`config.mk`:
```
export PLATFORM = sky130hd
export DESIGN_NAME = hoc_div
export DESIGN_NICKNAME = d
export VERILOG_FILES = /design/src/hdl/hoc_div.sv
export SDC_FILE = /design/constraint.sdc
export NUM_CORES = 1
export LEC_CHECK = 0
export ABC_CLOCK_PERIOD_IN_PS = 5100
export BUFFER_PORTS_ARGS = -buffer_cell sky130_fd_sc_hd__buf_2
export CAP_MARGIN = 0
export CORE_AREA = 2 2 277 279
export CTS_BUF_LIST = sky130_fd_sc_hd__clkbuf_4
export CTS_CLUSTER_DIAMETER = 30
export CTS_CLUSTER_SIZE = 24
export DETAILED_ROUTE_END_ITERATION = 7
export DIE_AREA = 0 0 279 281
export HOLD_SLACK_MARGIN = 0.03
export PLACE_DENSITY = 0.81
export SLEW_MARGIN = 10
export SYNTH_ARGS = -nofsm -noshare
export SYNTH_HDL_FRONTEND = slang
export SYNTH_SLANG_ARGS = --single-unit
```
`constraint.sdc`:
```
create_clock -name clk -period 5.1 [get_ports clk]
set_clock_uncertainty 0.15 [all_clocks]
set_input_delay 0.765 -clock clk [delete_from_list [all_inputs] [get_ports clk]]
set_output_delay 0.765 -clock clk [all_outputs]
set_load 0.05 [all_outputs]
```
`src/hdl/hoc_div.sv`:
```
// hoc_div: pipelined restoring divider, one quotient bit per stage, sideband carried along
// no package dependencies; numerator must be below den times 2^QW
`default_nettype none

module hoc_div #(
	parameter int NW = 32,
	parameter int DW = 16,
	parameter int QW = 16,
	parameter int SW = 1
) (
	input  logic          clk,
	input  logic          arst_n,
	input  logic          en,
	input  logic          in_vld,
	input  logic [NW-1:0] num,
	input  logic [DW-1:0] den,
	input  logic [SW-1:0] side,
	output logic          out_vld,
	output logic [QW-1:0] quo,
	output logic [SW-1:0] side_out
);

	localparam int XW = (NW > DW + QW) ? NW : DW + QW;

	logic          vld_s  [QW];
	logic [NW-1:0] rem_s  [QW];
	logic [DW-1:0] den_s  [QW];
	logic [QW-1:0] quo_s  [QW];
	logic [SW-1:0] side_s [QW];

	logic          vld_i  [QW];
	logic [NW-1:0] rem_i  [QW];
	logic [DW-1:0] den_i  [QW];
	logic [QW-1:0] quo_i  [QW];
	logic [SW-1:0] side_i [QW];

	genvar k;
	for (k = 0; k < QW; k++) begin : g_stage
		logic [XW-1:0] rem_x;
		logic [XW-1:0] dsh;
		logic          ge;

		if (k == 0) begin : g_first
			assign vld_i[k]  = in_vld;
			assign rem_i[k]  = num;
			assign den_i[k]  = den;
			assign quo_i[k]  = '0;
			assign side_i[k] = side;
		end else begin : g_next
			assign vld_i[k]  = vld_s[k-1];
			assign rem_i[k]  = rem_s[k-1];
			assign den_i[k]  = den_s[k-1];
			assign quo_i[k]  = quo_s[k-1];
			assign side_i[k] = side_s[k-1];
		end

		assign rem_x = XW'(rem_i[k]);
		assign dsh   = XW'(den_i[k]) << (QW - 1 - k);
		assign ge    = rem_x >= dsh;

		always_ff @(posedge clk or negedge arst_n) begin
			if (!arst_n) begin
				vld_s[k] <= 1'b0;
			end else if (en) begin
				vld_s[k] <= vld_i[k];
			end
		end

		always_ff @(posedge clk) begin
			if (en) begin
				quo_s[k]  <= quo_i[k] | (QW'(ge) << (QW - 1 - k));
				side_s[k] <= side_i[k];
			end
		end

		if (k < QW - 1) begin : g_rem
			always_ff @(posedge clk) begin
				if (en) begin
					rem_s[k] <= ge ? NW'(rem_x - dsh) : rem_i[k];
					den_s[k] <= den_i[k];
				end
			end
		end
	end

	assign out_vld  = vld_s[QW-1];
	assign quo      = quo_s[QW-1];
	assign side_out = side_s[QW-1];

endmodule

`default_nettype wire
```
* Word-level counts from Yosys, hierarchy flattened
Memories as Yosys holds them, arrays and structs flattened. Cells that the tools add are included.
Storage, ports and cells: logic and storage cells 83, bits in latches 0, memories 4, output and inout bits 18, ROM bits 0, input bits 53, RAM bits 1040, register bits 16
Memories:
- rem_s | words 16, bits a word 32, rd ports 15, clocked after memory_dff 0, write ports 15, RTL line 26 | logic [NW-1:0] rem_s [QW];
- den_s | words 16, bits a word 16, rd ports 15, clocked after memory_dff 0, write ports 15, RTL line 27 | logic [DW-1:0] den_s [QW];
- quo_s | words 16, bits a word 16, rd ports 16, clocked after memory_dff 0, write ports 16, RTL line 28 | logic [QW-1:0] quo_s [QW];
- side_s | words 16, bits a word 1, rd ports 16, clocked after memory_dff 0, write ports 16, RTL line 29 | logic [SW-1:0] side_s [QW];
Operators by class: eq/ne operators 0, bitwise operators 15, add/subtract/negate cells 15, divide/modulo/power cells 0, shifts and indexed selects 0, $lt $le $gt $ge 16, multiplexer cells 17, reduce and logical (&&, ||, !) cells 0, multipliers 0
Operators by type and width (count):
- $mux W32 | 15
- $ge A32 B16 Y1 | 1
- $ge A32 B17 Y1 | 1
- $ge A32 B18 Y1 | 1
- $ge A32 B19 Y1 | 1
- $ge A32 B20 Y1 | 1
- $ge A32 B21 Y1 | 1
- $ge A32 B22 Y1 | 1
- $ge A32 B23 Y1 | 1
- $ge A32 B24 Y1 | 1
- $ge A32 B25 Y1 | 1
- $ge A32 B26 Y1 | 1
- $ge A32 B27 Y1 | 1
- $ge A32 B28 Y1 | 1
- $ge A32 B29 Y1 | 1
- $ge A32 B30 Y1 | 1
- $ge A32 B31 Y1 | 1
- $sub A32 B17 Y32 | 1
- $sub A32 B18 Y32 | 1
- $sub A32 B19 Y32 | 1
- $sub A32 B20 Y32 | 1
- $sub A32 B21 Y32 | 1
- $sub A32 B22 Y32 | 1
- $sub A32 B23 Y32 | 1
- 24 further kinds | 25

* Logic depth before layout (Yosys ltp)
An unclocked memory read counts as a cell.
depth in word-level cells 3, mapped depth 13, mapped depth without buffers 13

* Worst setup path after synthesis
Ideal clock, no wire load.
path type flip-flop to flip-flop, start point memory rem_s[1][13] (netlist: rem_s[0][45]), end point memory rem_s[2][31] (netlist: rem_s[1][31]) (data pin), required time 4671 ps, stages on the path, launching flop included 13, setup time 279 ps, path slack 1904 ps, clock period less this slack 3196 ps, arrival 2767 ps, buffers on the path 0, path through edfxtp_1 -> inv_1 -> ha_1 -> inv_1 -> fa_1 -> a21o_1 -> a21oi_1 -> nor2b_1 -> o41a_1 -> a41o_1 -> and4_1 -> a2111oi_0 -> xor2_1
RTL lines (RTL line):
- start, declared | 26

==> impl_results.md <==
- Peak VDD IR: 0.000352 V
- Mapped Avg Cell Area: ~12 sq um
- CTS clock-pin slew for the worst setup and hold paths: about 0.070 ns
- CTS tree: built
- Post-DP HPWL: roughly 60000 microns
- Overall routed net length: 84600 microns
- Post-Synthesis Cell Area: 0.0450 sq mm
- Vias per inst: between 5 and 6
- Tcrit/Tclk final: 75.0%
- Setup Crit Path Kind: reg2reg
- Max_cap viols: 0
- Clock sinks: roughly 900
- Final WS setup: about 1.3 ns
- Worst-Margin Slew: around 1.1 ns
- Tot Pwr: 25.5 mW
- Final TNS setup: 0 ns
- Die Wd: roughly 280 microns
- Crit path largest cell delay: roughly 0.50 ns
- HP Class: in2reg
- Number of global-route vias before repair: approximately 30000
- Most used cell along the critical path: nor3_1
- Post-route antenna net violation count: 0
- Critical Path Start Type: flip-flop
- Fmax achieved: 261 MHz
- Initial Utilization: ~60%
- FF/Latch Area: ~0.027 sq mm
- P&R area growth vs syn: 10.8%
- Total congestion overflow: 0
- Final setup viols: 0
- H-tree Lvls: 4
- Die Ht: 281 microns
- Crit path arrival time: around 4.4 ns
- Filler cells: about 5300
- Distinct cell type count after synthesis: between 80 and 90
- Reported leakage power: 19.3 nW
- Crit Path Max Fanout: 22
- Vias post-DR: around 29000
- Clk_lat worst skew: between 1 and 1.5 ns
- Core box area: between 0.07 and 0.08 sq mm
- Crit path buf inv count: 1
- Commonest non-fill, non-tap cell in the layout: edfxtp_1
- Most used DFF post-synth: edfxtp_1
- Slowest CP cell: or4b_1
- Multi-input gate area: between 0.015 and 0.02 sq mm
- CP required: approximately 5.6 ns
- Place WS: approximately 1.4 ns
- Iter 0 DRT Violations: 1514
- Post-CTS Resized: 0
- Cells after Synth: around 3700
- PD cells: slightly above 500 mW/mm^2
- Largest net degree at the start of global routing: about 120
- Outcome: completed
- Count of buffers from port buffering: 70
- Syn nets: slightly above 4000
- Seq cells post-synth: between 800 and 900
- # rows: around 100
- Kind of end point of the critical path: flip-flop
- Synth Warn #: 0
- Top Family by Delay on Critical Path: simple AND/OR/NAND/NOR gates
- DRT Pass-1 Iters: 6
- Gr usage total: between 20% and 30%
- Share of layout cells above drive strength 1: 11.9%
- Seq/Total Area, Yosys: between 50% and 60%
- GPL Wtd Cong: roughly 0.94
- Async SR Flop Fraction: around 1.8%
- Clock Path Buffers: 3
- Final Hold Fails: 0
- Drt wl/cell: roughly 17 microns
- Die area: about 0.078 sq mm
- Slew Viols, Final: 0
- Initial antenna violation count: 2
- Cell chain of the critical path: ha_1, or4b_1, or3_1, nor3_1, a211oi_1, o2111a_1, inv_2, nand3b_1, nor3_1, xor2_1
- CTS buffer count: approximately 170
- Fin util: between 60% and 70%
- Nets: approximately 4300
- Post-synth EDFFs: between 800 and 900
- DRC Markers: 0
- RSZ-0062 raised after global routing: false
- First-pass GRT wire length: 139000 microns
- Rel. slew slack: a little under a quarter
- Commonest non-fill, non-tap cells in the layout: 872 x edfxtp_1, 340 x inv_1, 264 x a21oi_1
- Root buffer cell: clkbuf_4
- I/O pins: 71
- Min Tclk post-route: between 3 and 4 ns
-- cells by family after synthesis --
family,Yosys count,synth area share (%)
xor+xnor,304,5.92
mux,65,1.62
compound gates,834,11.7
buf+inv,408,3.51
simple gates,948,10.4
flops,888,59.1
fa+ha+maj,271,7.79
-- cell type report --
type / count / share of cell area [%]
diodes: 2 / 0.0100
clock buffers: 202 / 3.04
clock inverters: 108 / 2.36
inverters: 342 / 2.58
multi-input cells: 2422 / 33.8
flip-flops and latches: 888 / 53.4
well taps: 978 / 2.46
repair buffers: 152 / 2.40
-- worst reg2reg max path, cell delays in order, from the launching register on --
cell and delay (ns):
edfxtp_1 0.40, ha_1 0.41, or4b_1 0.50, or3_1 0.39, nor3_1 0.17, a211oi_1 0.10
o2111a_1 0.41, inv_2 0.46, nand3b_1 0.25, nor3_1 0.22, xor2_1 0.09
-- metrics by stage --
step,hold WS (ns),area (sq um),std cells
after CTS,0.0665,49800,5092
after global placement,0.250,46600,4730
after floorplan,0.250,45000,3718
after detailed placement,0.255,46600,4730
after global routing,0.120,49800,5094
final,0.183,49800,5094
-- cells in the mapped netlist, drive strengths merged (14+ instances only) --
cell    count  area (sq um)
ha        256          3200
buf        16           108
mux2       62           698
dfrtp      16           400
a21oi     267          1340
and3       20           129
nand3      59           295
a31oi      28           175
a211o      14           123
clkbuf     50           188
nor2b      37           231
nand2b     43           269
inv       342          1280
o21ai     205          1040
nor4       53           332
nand4      31           194
fa         15           300
a21o       76           571
o21bai     25           188
or3        43           274
o31ai      22           165
a211oi     35           263
o211ai     25           193
o21a       34           255
nor3       77           385
xnor2     155          1360
nor2      249           935
edfxtp    872         26200
nand2     252           946
or4        18           143
xor2      149          1310
-- path summary, 6_finish.rpt --
path / from / to / slack (ns) / depth (start not counted)
max: rem_s[4][52]$_DFFE_PP_ / rem_s[5][25]$_DFFE_PP_ / 1.27 / 10
min: en / den_s[0][14]$_DFFE_PP_ / 0.18 / 1
max reg2reg: rem_s[4][52]$_DFFE_PP_ / rem_s[5][25]$_DFFE_PP_ / 1.27 / 10
min reg2reg: quo_s[14][9]$_DFFE_PP_ / quo_s[15][9]$_DFFE_PP_ / 0.24 / 0
max in group asynchronous: arst_n / vld_i[8]$_DFFE_PN0P_ / 3.59 / 3
min in group asynchronous: arst_n / vld_i[4]$_DFFE_PN0P_ / 0.74 / 3
-- power breakdown --
part | switching, mW | total (mW) | internal, mW | leakage [nW]
Combinational | 4.88 | 8.63 | 3.75 | 9.27
Clock | 2.79 | 5.91 | 3.12 | 1.48
Sequential | 0.879 | 10.9 | 10.1 | 8.59
-- sequential cells by signal (all words and copies together) (netlist names) --
register / count
den_s: 240
out_vld: 1
quo_s: 136
rem_s: 480
side_s: 16
vld_i: 15
-- routing by layer --
| layer | global-route usage, % | up-vias | share of wire (%) |
|---|---|---|---|
| met5 | 0 | - | 0 |
| met4 | 13.0 | 0 | 5.3 |
| met3 | 4.16 | 291 | 3.3 |
| met2 | 44.8 | 691 | 57 |
| met1 | 19.3 | 13900 | 34 |
| li1 | - | 14400 | - |
-- repair_timing --
item,CTS,global route
buffers inserted,0,0
hold buffers,52,0
endpoints found under the hold margin,66,0
No activity file was read; power rests on OpenSTA's default activity.
